## src/rtl/ercme_pkg.sv

```systemverilog
`default_nettype none
package ercme_pkg;

	typedef enum logic [1:0] {
		MODE_ENCODE = 2'd0,
		MODE_LOAD_SYM = 2'd1,
		MODE_LOAD_BKT = 2'd2,
		MODE_NONE = 2'd3
	} mode_t;

	localparam logic KIND_RANGE = 1'b0;
	localparam logic KIND_RAW = 1'b1;

	// configuration register indexes
	localparam logic [2:0] REG_SYMBOL_TOTAL = 3'd0;
	localparam logic [2:0] REG_TRACKED = 3'd1;
	localparam logic [2:0] REG_BUCKET_WIDTH = 3'd2;
	localparam logic [2:0] REG_ESCAPE_BUCKET = 3'd3;
	localparam logic [2:0] REG_BUCKET_TOTAL = 3'd4;
	localparam logic [2:0] REG_AFTER_ZERO = 3'd5;
	localparam logic [2:0] REG_ZERO_AFTER_ZERO = 3'd6;

	localparam logic [31:0] AFTER_ZERO_DIVISOR = 32'd500;
	localparam logic [31:0] DEFAULT_ZERO_TOTAL = 32'd2;
	// ceil(2^37 / 125): x/500 == ((x >> 2) * AFTER_ZERO_RECIP) >> 37 for 32-bit x
	localparam logic [30:0] AFTER_ZERO_RECIP = 31'd1099511628;

	// one result transaction
	typedef struct packed {
		logic kind;
		logic [31:0] total;
		logic [31:0] base;
		logic [31:0] size;
		logic [31:0] bits;
		logic [5:0] width;
		logic last;
	} result_t;

	typedef struct packed {
		logic [31:0] symbol_total;
		logic [10:0] tracked;
		logic [5:0] bucket_width;
		logic [5:0] escape_bucket;
		logic [31:0] bucket_total;
		logic [31:0] after_zero_seen;
		logic [31:0] zero_after_zero_seen;
	} cfg_t;

endpackage
`default_nettype wire

```

## src/rtl/ercme_outq.sv

```systemverilog
`default_nettype none
module ercme_outq
	import ercme_pkg::*;
#(
	parameter int DEPTH = 16
) (
	input wire logic clk,
	input wire logic arst_n,
	input wire logic push,
	input wire result_t push_data,
	output logic pop_valid,
	input wire logic pop,
	output result_t pop_data,
	output logic [$clog2(DEPTH):0] fill
);

	localparam int AW = $clog2(DEPTH);

	result_t mem [DEPTH];
	logic [AW-1:0] wp_q, rp_q;
	logic [AW:0] cnt_q;

	assign pop_valid = cnt_q != '0;
	assign pop_data = mem[rp_q];
	assign fill = cnt_q;

	always_ff @(posedge clk) begin
		if (push) begin
			mem[wp_q] <= push_data;
		end
	end

	// pointers and fill level
	always_ff @(posedge clk or negedge arst_n) begin
		if (!arst_n) begin
			wp_q <= '0;
			rp_q <= '0;
			cnt_q <= '0;
		end else begin
			if (push) begin
				wp_q <= wp_q + 1'b1;
			end
			if (pop && pop_valid) begin
				rp_q <= rp_q + 1'b1;
			end
			cnt_q <= cnt_q + (AW+1)'(push) - (AW+1)'(pop && pop_valid);
		end
	end

endmodule
`default_nettype wire

```

## config.mk

```make
export PLATFORM = sky130hd
export DESIGN_NAME = ercme_outq
export DESIGN_NICKNAME = d
export VERILOG_FILES = /design/src/rtl/ercme_pkg.sv /design/src/rtl/ercme_outq.sv
export SDC_FILE = /design/constraint.sdc
export NUM_CORES = 2
export LEC_CHECK = 0
export ABC_AREA = 1
export BUFFER_PORTS_ARGS = -buffer_cell sky130_fd_sc_hd__buf_2
export CORE_MARGIN = 2
export CORE_UTILIZATION = 45
export CTS_CLUSTER_DIAMETER = 50
export DETAILED_ROUTE_END_ITERATION = 8
export HOLD_SLACK_MARGIN = 0.12
export PLACE_DENSITY = 0.65
export SYNTH_ARGS = -nofsm -noshare
export SYNTH_HDL_FRONTEND = slang
export SYNTH_SLANG_ARGS = --single-unit
```

## constraint.sdc

```tcl
create_clock -name clk -period 15.65 [get_ports clk]
set_clock_uncertainty 0.05 [all_clocks]
set_input_delay 3.13 -clock clk [delete_from_list [all_inputs] [get_ports clk]]
set_output_delay 3.13 -clock clk [all_outputs]
set_load 0.1 [all_outputs]
```

-- Word-level counts from Yosys, hierarchy flattened
Memory sizes are Yosys's and may differ from the RTL's.
Cells that the tools add are included.
- bits in writable memories: 2176
- output and inout bits: 142
- memories kept: 1
- register bits: 13
- logic and storage cells: 12
- bits of input ports: 140
- muxes and demuxes: 2
- reductions and logical operators: 2
- add/subtract/negate cells: 4
- memory list (name ; depth ; width ; rd ports ; clocked after Yosys merged registers in ; wr ports ; line ; text):
    mem ; 16 ; 136 ; 1 ; 0 ; 1 ; ercme_outq.sv:19 ; result_t mem [DEPTH];
- operator list (cell ; count):
    $add A4 B1 Y4 const B ; 2
    $add A5 B1 Y5 ; 1
    $reduce_bool A5 Y1 ; 1
    $sub A5 B1 Y5 ; 1
    $mux W1 ; 2
    $logic_and A1 B1 Y1 ; 1

-- Logic depth before layout (Yosys ltp)
- depth in word-level cells: 3
- mapped depth: 13
- depth with buffers taken out: 13

-- Least setup slack after synthesis
Ideal clock, no wire load.
- path kind: input-to-reg
- from: input port push
- to: memory mem[11][0] (netlist name), enable pin
- stages: 3
- required time: 14.967 ns
- buffers on the path: 1
- arrival time: 9.212 ns
- library setup time: 0.633 ns
- slack: 5.756 ns
- cells stage by stage: clkbuf_1 nand2_1 nor2_1
- word-level cells in the longest chain between the ends: 2
- ends and longest elaborated chain (what ; line ; text):
    start, declared ; ercme_outq.sv:9 ; input wire logic push,
    $mux W1 ; ercme_outq.sv:28 ; if (push) begin
    $mux W1 (implied by the code) ; ercme_outq.sv:29 ; mem[wp_q] <= push_data;
    end, declared ; ercme_outq.sv:19 ;
No other way between the ends.

==> summary.md <==
| Metric | Value |
|---|---|
| Synthesized instance count | `7990` |
| Number of sinks handled by clock tree synthesis | `2189` |
| Synth-to-layout area growth | `11.56%` |
| List of cells traversed by the critical path | `buf_12, buf_4, buf_4, nand2_1, nand3_1, nand3_1, nand2_1, nand2_1, nand2_1, buf_2` |
| Worst Hold Class | `flop to flop` |
| Clock slew at reported path FFs | `0.06 ns` |
| Crit path max-delay cell type | `sky130_fd_sc_hd__buf_4` |
| Cell type group with the largest total delay on the critical path | `buffers and inverters` |
| Hold violation count in the final report | `0` |
| Highest-count cells in the layout ignoring fill and taps | `sky130_fd_sc_hd__nand2_1, sky130_fd_sc_hd__edfxtp_1, sky130_fd_sc_hd__nand3_1` |
| Nets | `8274` |
| Total global routing track utilization | `22.93%` |
| Post-synth EDFFs | `2176` |
| Worst IR Drop VDD | `0.3632 mV` |
| Effective utilization at floorplan | `45.26%` |
| # Max-Cap Violations | `0` |
| Unique cell type count in the Yosys netlist | `23` |
| Sequential share of the synthesized area | `72.66%` |
| Minimum clock period | `9.193 ns` |
| Clk buf depth | `3` |
| Num CTS Buffers | `228` |
| Maximum number of pins on one net before global-route repair | `293` |
| Remaining antenna violation count after routing | `0` |
| Post-synthesis sequential element count | `2189` |
| Ratio of routed vias to standard cells | `5.318` |
| Relative slew slack | `-12.96%` |
| Fraction of layout cells with a size suffix above 1 | `8.671%` |
| Violations in the final reports | `slew limit` |
| Number of hold-repair buffers added at the cts stage | `0` |
| Dominant synthesized flop cell | `sky130_fd_sc_hd__edfxtp_1` |
| Total setup violations reported at the end of the flow | `0` |
| Actual transition at the worst max-transition pin | `1.694 ns` |
| Most common cell after layout, fill and taps aside | `sky130_fd_sc_hd__nand2_1` |
| Type of element launching the critical path | `flop` |
| CP Data Arrival Time | `6.01 ns` |
| RSZ-0062 raised after global routing | `false` |
| TritonCTS clock tree | `done` |
| # IOs | `282` |
| Status | `finished, violations left` |
| Critical path type | `flop to output port` |
| Initial antenna violation count | `53` |
| Delay of the slowest critical-path stage | `0.97 ns` |
| Post-Synthesis Cell Area | `0.09037 mm2` |
| Placed Cells | `10548` |
| Detailed-route wire length per cell | `21.64 um` |
| Vias in the first global route | `56605` |
| Place WS | `7.457 ns` |
| Post-cts sizing count | `0` |
| Number of DRC violations after detailed routing | `0` |
| Layout fillers | `17192` |
| Die H | `452.1 um` |
| Async set-reset flop share out of synthesis | `0.5939%` |
| Pwr dens | `212.7 mW/mm2` |
| Sequential cell area | `0.06568 mm2` |
| Leakage power of the design | `39.68 nW` |
| Iteration-0 DRC count of the detailed router | `5701` |
| Std-Cell Rows | `164` |
| 1st-pass router iterations | `6` |
| Post-synth net total | `8142` |
| Critical Path Most Common Cell | `sky130_fd_sc_hd__nand2_1` |
| Worst skew pair latency | `0.84 ns` |
| DIE AREA | `0.2044 mm2` |
| Post-route insts no fill | `10993` |
| Crit path capture type | `output port` |
| Core area | `0.1997 mm2` |
| Setup fix buffers added after clock tree synthesis | `0` |
| Aggregate routed wire length | `237.9 mm` |
| Clock root buffer | `sky130_fd_sc_hd__clkbuf_16` |
| First-pass GRT wire length | `353.7 mm` |
| Gpl congestion | `0.7594` |
| Chip Width | `452.1 um` |
| FMAX | `108.8 MHz` |
| Setup TNS | `0 ns` |
| Maximum net fanout on the critical path | `232` |
| Port Buffer Count | `281` |
| Post-DP HPWL | `110.0 mm` |
| Final Cycle Share | `58.74%` |
| Mean post-synth cell area | `11.31 um2` |
| Multi-input gate area | `0.01966 mm2` |
| Required time worst endpoint | `12.47 ns` |
| Grt ovf | `0` |
| Final worst setup slack | `6.457 ns` |
| Final max-slew violation count | `170` |
| Number of buffers and inverters on the critical path | `4` |
| Yosys warnings | `0` |
| Total via count after detailed routing | `58461` |
| Number of levels in the clock H-tree | `4` |
-- where the power goes --
part           internal, mW  total [mW]  leakage (nW)  switching [mW]
clock                  2.93        5.20          3.55            2.27
combinational          1.73        8.99          16.3            7.26
sequential             7.05        7.25          19.8           0.204
-- cell usage after synthesis, types with 8 or more instances --
| master | instances | share of area [%] |
|---|---|---|
| sky130_fd_sc_hd__buf_4 | 77 | 0.64 |
| sky130_fd_sc_hd__nand2_1 | 3049 | 13 |
| sky130_fd_sc_hd__inv_1 | 700 | 2.9 |
| sky130_fd_sc_hd__edfxtp_1 | 2176 | 72 |
| sky130_fd_sc_hd__ha_1 | 11 | 0.15 |
| sky130_fd_sc_hd__clkbuf_1 | 80 | 0.33 |
| sky130_fd_sc_hd__nor2_1 | 19 | 0.079 |
| sky130_fd_sc_hd__buf_6 | 33 | 0.41 |
| sky130_fd_sc_hd__buf_1 | 47 | 0.20 |
| sky130_fd_sc_hd__nand3_1 | 1546 | 8.6 |
| sky130_fd_sc_hd__dfrtp_1 | 13 | 0.36 |
| sky130_fd_sc_hd__xor2_1 | 8 | 0.078 |
| sky130_fd_sc_hd__buf_2 | 217 | 1.2 |
-- registers in the layout, indices dropped and copies added (netlist names) --
name	flops
fill	5
mem	2176
rp_q	4
wp_q	4
-- per-layer routing --
metal  vias up  GRT usage, %  share of wire (%)
li1      27171             -                  -
met1     28700         29.90                 41
met2      2109         38.52                 49
met3       449         3.644                6.7
met4        32         8.920                3.6
met5         -             0              0.088
-- path summary, 6_finish.rpt --
check	end	cells past startpoint	slack, ns	start
max reg2reg	mem[15][106]$_DFFE_PP_	5	11.41	wp_q[0]$_DFFE_PN0P_
max	pop_data[88]	10	6.46	rp_q[0]$_DFFE_PN0P_
min in group asynchronous	fill[0]$_DFF_PN0_	1	2.16	arst_n
min reg2reg	wp_q[0]$_DFFE_PN0P_	1	0.51	wp_q[0]$_DFFE_PN0P_
max in group asynchronous	rp_q[2]$_DFFE_PN0P_	1	13.06	arst_n
min	wp_q[0]$_DFFE_PN0P_	1	0.51	wp_q[0]$_DFFE_PN0P_
-- stage by stage --
stage / util (%) / total power, mW / area, um2 / hold WS, ns
3_3_place_gp: 46.85 / 16.31 / 93530 / 0.4949
4_1_cts: 50.47 / 21.58 / 100800 / 0.5156
6_report: 50.50 / 21.44 / 100800 / 0.5130
3_5_place_dp: 46.85 / 16.40 / 93530 / 0.5080
2_1_floorplan: - / 14.26 / 90370 / 0.4609
5_1_grt: 50.48 / 22.45 / 100800 / 0.5381
-- kinds of logic after synthesis --
logic type      share of synthesized area, %
simple gates                           21.33
flops                                  72.66
buf+inv                                5.715
fa+ha+maj                             0.1744
xor+xnor                             0.08723
compound gates                       0.02769
-- final cells by class --
cell class              count  share of cell area [%]
diodes                     22                 0.05461
clock buffers             266                   5.830
clock inverters           157                   1.345
inverters                 702                   2.652
multi-input cells        4644                   19.50
flip-flops and latches   2189                   65.15
well taps                2656                   3.296
repair buffers            357                   2.172
No activity file was read; power rests on OpenSTA's default activity.
