### src/rtl/ercme_pkg.sv
`default_nettype none
package ercme_pkg;

	typedef enum logic [1:0] {
		MODE_ENCODE = 2'd0,
		MODE_LOAD_SYM = 2'd1,
		MODE_LOAD_BKT = 2'd2,
		MODE_NONE = 2'd3
	} mode_t;

	localparam logic KIND_RANGE = 1'b0;
	localparam logic KIND_RAW = 1'b1;

	// configuration register indexes
	localparam logic [2:0] REG_SYMBOL_TOTAL = 3'd0;
	localparam logic [2:0] REG_TRACKED = 3'd1;
	localparam logic [2:0] REG_BUCKET_WIDTH = 3'd2;
	localparam logic [2:0] REG_ESCAPE_BUCKET = 3'd3;
	localparam logic [2:0] REG_BUCKET_TOTAL = 3'd4;
	localparam logic [2:0] REG_AFTER_ZERO = 3'd5;
	localparam logic [2:0] REG_ZERO_AFTER_ZERO = 3'd6;

	localparam logic [31:0] AFTER_ZERO_DIVISOR = 32'd500;
	localparam logic [31:0] DEFAULT_ZERO_TOTAL = 32'd2;
	// ceil(2^37 / 125): x/500 == ((x >> 2) * AFTER_ZERO_RECIP) >> 37 for 32-bit x
	localparam logic [30:0] AFTER_ZERO_RECIP = 31'd1099511628;

	// one result transaction
	typedef struct packed {
		logic kind;
		logic [31:0] total;
		logic [31:0] base;
		logic [31:0] size;
		logic [31:0] bits;
		logic [5:0] width;
		logic last;
	} result_t;

	typedef struct packed {
		logic [31:0] symbol_total;
		logic [10:0] tracked;
		logic [5:0] bucket_width;
		logic [5:0] escape_bucket;
		logic [31:0] bucket_total;
		logic [31:0] after_zero_seen;
		logic [31:0] zero_after_zero_seen;
	} cfg_t;

endpackage
`default_nettype wire

### src/rtl/ercme_cfg.sv
`default_nettype none
module ercme_cfg
	import ercme_pkg::*;
(
	input wire logic clk,
	input wire logic arst_n,
	input wire logic psel,
	input wire logic penable,
	input wire logic pwrite,
	input wire logic [4:0] paddr,
	input wire logic [31:0] pwdata,
	output logic [31:0] prdata,
	output cfg_t cfg,
	output logic [31:0] zero_floor
);

	cfg_t cfg_q;
	logic [31:0] floor_q;
	logic [2:0] idx;
	logic wr;
	logic [60:0] floor_prod;

	assign idx = paddr[4:2];
	assign wr = psel && penable && pwrite;
	assign cfg = cfg_q;
	assign zero_floor = floor_q;

	// register writes
	always_ff @(posedge clk or negedge arst_n) begin
		if (!arst_n) begin
			cfg_q <= '{32'd2, 11'd1024, 6'd2, 6'd1, 32'd20, 32'd0, 32'd0};
		end else if (wr) begin
			unique case (idx)
				REG_SYMBOL_TOTAL: cfg_q.symbol_total <= pwdata;
				REG_TRACKED: cfg_q.tracked <= pwdata[10:0];
				REG_BUCKET_WIDTH: cfg_q.bucket_width <= pwdata[5:0];
				REG_ESCAPE_BUCKET: cfg_q.escape_bucket <= pwdata[5:0];
				REG_BUCKET_TOTAL: cfg_q.bucket_total <= pwdata;
				REG_AFTER_ZERO: cfg_q.after_zero_seen <= pwdata;
				REG_ZERO_AFTER_ZERO: cfg_q.zero_after_zero_seen <= pwdata;
				default: ;
			endcase
		end
	end

	// after_zero_seen/500 as (x/4)/125 by reciprocal multiply (30 x 31 bits)
	assign floor_prod = cfg_q.after_zero_seen[31:2] * AFTER_ZERO_RECIP;

	// max(1, after_zero_seen/500), precomputed; the user must change the reg only while idle, not enforced here
	always_ff @(posedge clk or negedge arst_n) begin
		if (!arst_n) begin
			floor_q <= 32'd1;
		end else begin
			floor_q <= (cfg_q.after_zero_seen < AFTER_ZERO_DIVISOR) ? 32'd1
				: {8'd0, floor_prod[60:37]};
		end
	end

	// readback
	always_comb begin
		unique case (idx)
			REG_SYMBOL_TOTAL: prdata = cfg_q.symbol_total;
			REG_TRACKED: prdata = {21'd0, cfg_q.tracked};
			REG_BUCKET_WIDTH: prdata = {26'd0, cfg_q.bucket_width};
			REG_ESCAPE_BUCKET: prdata = {26'd0, cfg_q.escape_bucket};
			REG_BUCKET_TOTAL: prdata = cfg_q.bucket_total;
			REG_AFTER_ZERO: prdata = cfg_q.after_zero_seen;
			REG_ZERO_AFTER_ZERO: prdata = cfg_q.zero_after_zero_seen;
			default: prdata = 32'd0;
		endcase
	end

endmodule
`default_nettype wire

### config.mk
export PLATFORM = sky130hd
export DESIGN_NAME = ercme_cfg
export DESIGN_NICKNAME = d
export VERILOG_FILES = /design/src/rtl/ercme_pkg.sv /design/src/rtl/ercme_cfg.sv
export SDC_FILE = /design/constraint.sdc
export NUM_CORES = 1
export LEC_CHECK = 0
export ABC_AREA = 1
export BUFFER_PORTS_ARGS = -buffer_cell sky130_fd_sc_hd__buf_4
export CAP_MARGIN = 30
export CORE_MARGIN = 3
export CORE_UTILIZATION = 35
export CTS_CLUSTER_SIZE = 10
export DETAILED_ROUTE_END_ITERATION = 8
export PLACE_DENSITY = 0.58
export SLEW_MARGIN = 15
export SYNTH_ARGS = -nofsm -noshare
export SYNTH_HDL_FRONTEND = slang
export SYNTH_SLANG_ARGS = --single-unit
### constraint.sdc
create_clock -name clk -period 9.75 [get_ports clk]
set_clock_uncertainty 0.05 [all_clocks]
set_input_delay 1.95 -clock clk [delete_from_list [all_inputs] [get_ports clk]]
set_output_delay 1.95 -clock clk [all_outputs]
set_load 0.05 [all_outputs]
## After elaboration in Yosys (flattened, before gate mapping)

Index checks and enable logic that the tools add are counted.
W data, S select, Z words.

| storage, ports and cells | value |
|---|---|
| input bits | 42 |
| register bits after elaboration | 175 |
| logic and storage cells | 28 |
| output and inout bits | 215 |

| operators by class | value |
|---|---|
| $lt $le $gt $ge | 1 |
| $mul | 1 |
| reduce and logical (&&, ||, !) cells | 10 |
| eq/ne operators | 6 |
| muxes and demuxes | 2 |

Operator list:

| operator | count |
|---|---|
| $pmux W32 S7 | 1 |
| $mul A30 B29 Y59 const B | 1 |
| $lt A32 B9 Y1 const B | 1 |
| $mux W24 | 1 |
| $reduce_and A2 Y1 | 7 |
| $eq A3 B3 Y1 const B | 3 |
| $eq A3 B2 Y1 const B | 2 |
| $eq A3 B1 Y1 const B | 1 |
| $logic_not A3 Y1 | 1 |
| $logic_and A1 B1 Y1 | 2 |

## Logic depth before layout (Yosys ltp)

| logic depth | value |
|---|---|
| word-level depth | 3 |
| depth in mapped cells | 30 |
| gate-level depth less buffers | 30 |

## Worst setup path after synthesis

Ideal clock, no wire load.

| timing path | value |
|---|---|
| kind | register to register |
| start point | register cfg_q, in the netlist cfg[44] |
| end point | register floor_q[19], in the netlist zero_floor[19] |
| data required time | 9.583 ns |
| setup time | 0.117 ns |
| setup slack | 3.451 ns |
| arrival time | 6.132 ns |
| stages on the path, launching flop included | 28 |
| path buffers | 0 |
| cell sequence | dfrtp_1 inv_1 ha_1 fa_1 fa_1 inv_1 fa_1 inv_1 fa_1 fa_1 fa_1 inv_1 fa_1 inv_1 ha_1 nand2_1 nor2_1 inv_1 nor2_1 nand2_1 inv_1 nand2_1 nand2_1 nand2_1 inv_1 nor2_1 nor2_1 nor2_1 |

| on the way | value |
|---|---|
| word-level cells in the longest chain between the ends | 2 |
| elaborated cells on any way between the ends | 3 |
| classes of those cells | mul: 1; order compare: 1; mux: 1 |

RTL lines:

| element | RTL line | text |
|---|---|---|
| from (decl) | ercme_cfg.sv:17 | `cfg_t cfg_q;` |
| from (signal assigned) | ercme_cfg.sv:31 | `cfg_q <= '{32'd2, 11'd1024, 6'd2, 6'd1, 32'd20, 32'd0, 32'd0};` |
| $mul A30 B29 Y59 or $lt A32 B9 Y1 (tied branches) | ercme_cfg.sv:47, ercme_cfg.sv:54 |  |
| $mux W24 (*) | ercme_cfg.sv:54 | `floor_q <= (cfg_q.after_zero_seen < AFTER_ZERO_DIVISOR) ? 32'd1` |
| to (signal assigned) | ercme_cfg.sv:54 |  |
| to (decl) | ercme_cfg.sv:18 | `logic [31:0] floor_q;` |

Every way passes the cells marked *; elsewhere a longest branch is shown, timed or not.
A chain may end at the register's enable or synchronous reset.

## Worst setup path after layout

Same ends and word-level chain as after synthesis.

==> reports/metrics.yaml <==
global_routing:
  grt_max_degree: 76
  grt_pass1_vias: 19200
  grt_use_total_pct: 21.7
  grt_pass1_wl_um: 115000
  grt-ovfl-total: 0
  antenna_found_initial: 2
cells_and_area:
  area.growth.synth_to_final_pct: 14.9
  layout.nets: 3862
  seqCellArea_sq_um: 4390
  multi_input_area_sq_um: 15800
  layout-drive-gt1-share_pct: 11.7
  nFillCells: 6785
  post-route-cell-area_sq_um: 27100
  utilization_pct: 40.9
sta:
  whs_ps: 439
  worstMarginPinSlew_ps: 908
  tns_ps: 0
  max_freq_ghz: 0.137
  post-route-min-period_ps: 7300
  drv_slew: 0
  setup_viol: 0
  hold_violations: 0
  post-route-period-util_pct: 74.8
  rsz0062_at_grt: "no"
  slew_headroom_pct: 39.5
synthesis:
  ys.flop_type: "dfrtp_1"
  synth_mux_area_share_pct: 1.00
  synth_cells: 2916
  ys_seq_area_share_pct: 18.6
  yosysWarnings: 0
  synth_common_cells: "845 x inv_1, 604 x nand2_1, 390 x ha_1, 276 x fa_1, 168 x dfrtp_1"
  synth_area_sq_um: 23600
  async_flop_share_pct: 100
  ys_ff_latch: 175
  synth_area_leaders: "fa_1 23%, ha_1 21%, dfrtp_1 18%, inv_1 13%, nand2_1 9.6%"
  synth_cell_types: 38
  synth_top_family_by_area: "adder cells"
  synth-compound-area-share_pct: 6.66
  synth_simple_gate_area_share_pct: 15.0
  synth_xor_area_share_pct: 0
  netlist.area_leader.share_pct: 23.4
  yosys.area.top_type: "fa_1"
  yosys.area_share.adder_pct: 44.0
  synth.most_common_cell: "inv_1"
  synth-edff-count: 0
  syn_avg_cell_area_sq_um: 8.10
route:
  ant_nets: 0
  vias: 18800
  wl_um: 75100
  post-route-drc-count: 0
  first_pass_iters: 5
  routed_via_density: 4.66
  routedWlPerCell_um: 18.6
  drt_iter0_drc: 992
run:
  cap_viol_max_count: 0
cts:
  cts_tree: "done"
  cts_buffers: 17
  cts-root-buf: "clkbuf_16"
  cts.reportedPaths.clkPinSlew_ps: 80
  htreeDepth: 4
  ctsResizeCount: 0
  insertion_delay_ps: 510
  post_cts_buffers: 0
  clockBufferDepth: 2
  hold_buffers: 0
  cts.sinks: 175
critical_path:
  crit_arrival_ps: 7640
  critPathKind: "register to register"
  crit_required_ps: 10090
  end_kind: "register"
  crit_fanout: 12
  crit_path_start_kind: "register"
die:
  fp.dieW_um: 266
  io_pins: 257
  core_region_area_sq_um: 66300
  die_h_um: 266
  rows: 94
  die-area_sq_um: 70600
  initial_core_util_pct: 35.6
placed_design:
  dp.final_hpwl_um: 62700
  portBuffers: 246
  dpl-instance-area_sq_um: 26400
  routabilityCongestion: 0.931
hold_path:
  hp-class: "register to register"
run_status:
  status: "finished, final reports clean"
## worst max-delay path: stages (launching register included)
cell	delay, ps
dfrtp_1	940
inv_1	350
ha_1	460
fa_1	410
fa_1	540
inv_1	50
fa_1	490
inv_1	50
fa_1	540
fa_1	440
fa_1	560
inv_1	70
fa_1	510
inv_1	80
ha_1	320
nand2_1	120
nor2_1	290
inv_1	100
nor2_1	180
nand2_1	70
inv_1	50
nand2_1	50
nand2_1	150
nand2_1	100
inv_1	60
nor2_1	30
nor2_1	70
nor2_1	50
## final cells by class
class | count | share of cell area (%)
clock inverter | 15 | 0.784
sequential | 175 | 16.2
clock buffer | 17 | 1.57
tap | 864 | 3.98
inverter | 853 | 11.8
timing repair buffer | 262 | 7.47
multi-input combinational | 1845 | 58.2
antenna | 2 | 0.0184
## placed cells by master (no fill, tap or decap), types with 12 or more instances in the layout
master	instances
mux2_1	15
o21ai_0	132
buf_4	257
nor2_2	19
fa_1	276
o21ai_1	21
a21oi_1	82
o22ai_1	32
nor2_1	144
nand2_1	604
dfrtp_1	168
ha_1	390
a221oi_1	12
clkbuf_16	17
nand2_2	14
nand3_1	42
inv_1	845
## final timing paths
| path | from | endpoint | slack (ps) | depth (start not counted) |
|---|---|---|---|---|
| worst max-delay path | cfg[44] | zero_floor[19] | 2450 | 27 |
| worst min-delay path | cfg[96] | cfg[96] | 440 | 2 |
| worst max register to register | cfg[44] | zero_floor[19] | 2450 | 27 |
| worst min register to register | cfg[96] | cfg[96] | 440 | 2 |
| max in group asynchronous | arst_n | cfg[36] | 6780 | 3 |
| min in group asynchronous | arst_n | cfg[119] | 1320 | 1 |
## sequential cells by signal, indices dropped and copies added (netlist names)
| name | count |
|---|---|
| zero_floor | 24 |
| cfg | 151 |
## routing by layer
| layer | global-route usage, % | wire length (um) |
|---|---|---|
| met5 | 0 | 0 |
| met4 | 8.40 | 3030 |
| met3 | 3.77 | 3890 |
| met2 | 36.2 | 35900 |
| met1 | 28.0 | 32300 |
## logic make-up after synthesis
kind of cell,count (synthesis)
muxes,21
and+or+nand+nor,859
DFF,175
adders and majority gates,666
other,1
buffers and inverters,903
AOI/OAI and AO/OA,291
## stage by stage
step,setup WS (ps),instances
detailed placement,2470,3996
global placement,2490,3994
finish,2450,4033
global route,2130,4031
floorplan,3450,2923
CTS,2420,4028
Power is not shown: default switching activity piles up to over one toggle a cycle in this logic, so the estimate is an artifact.
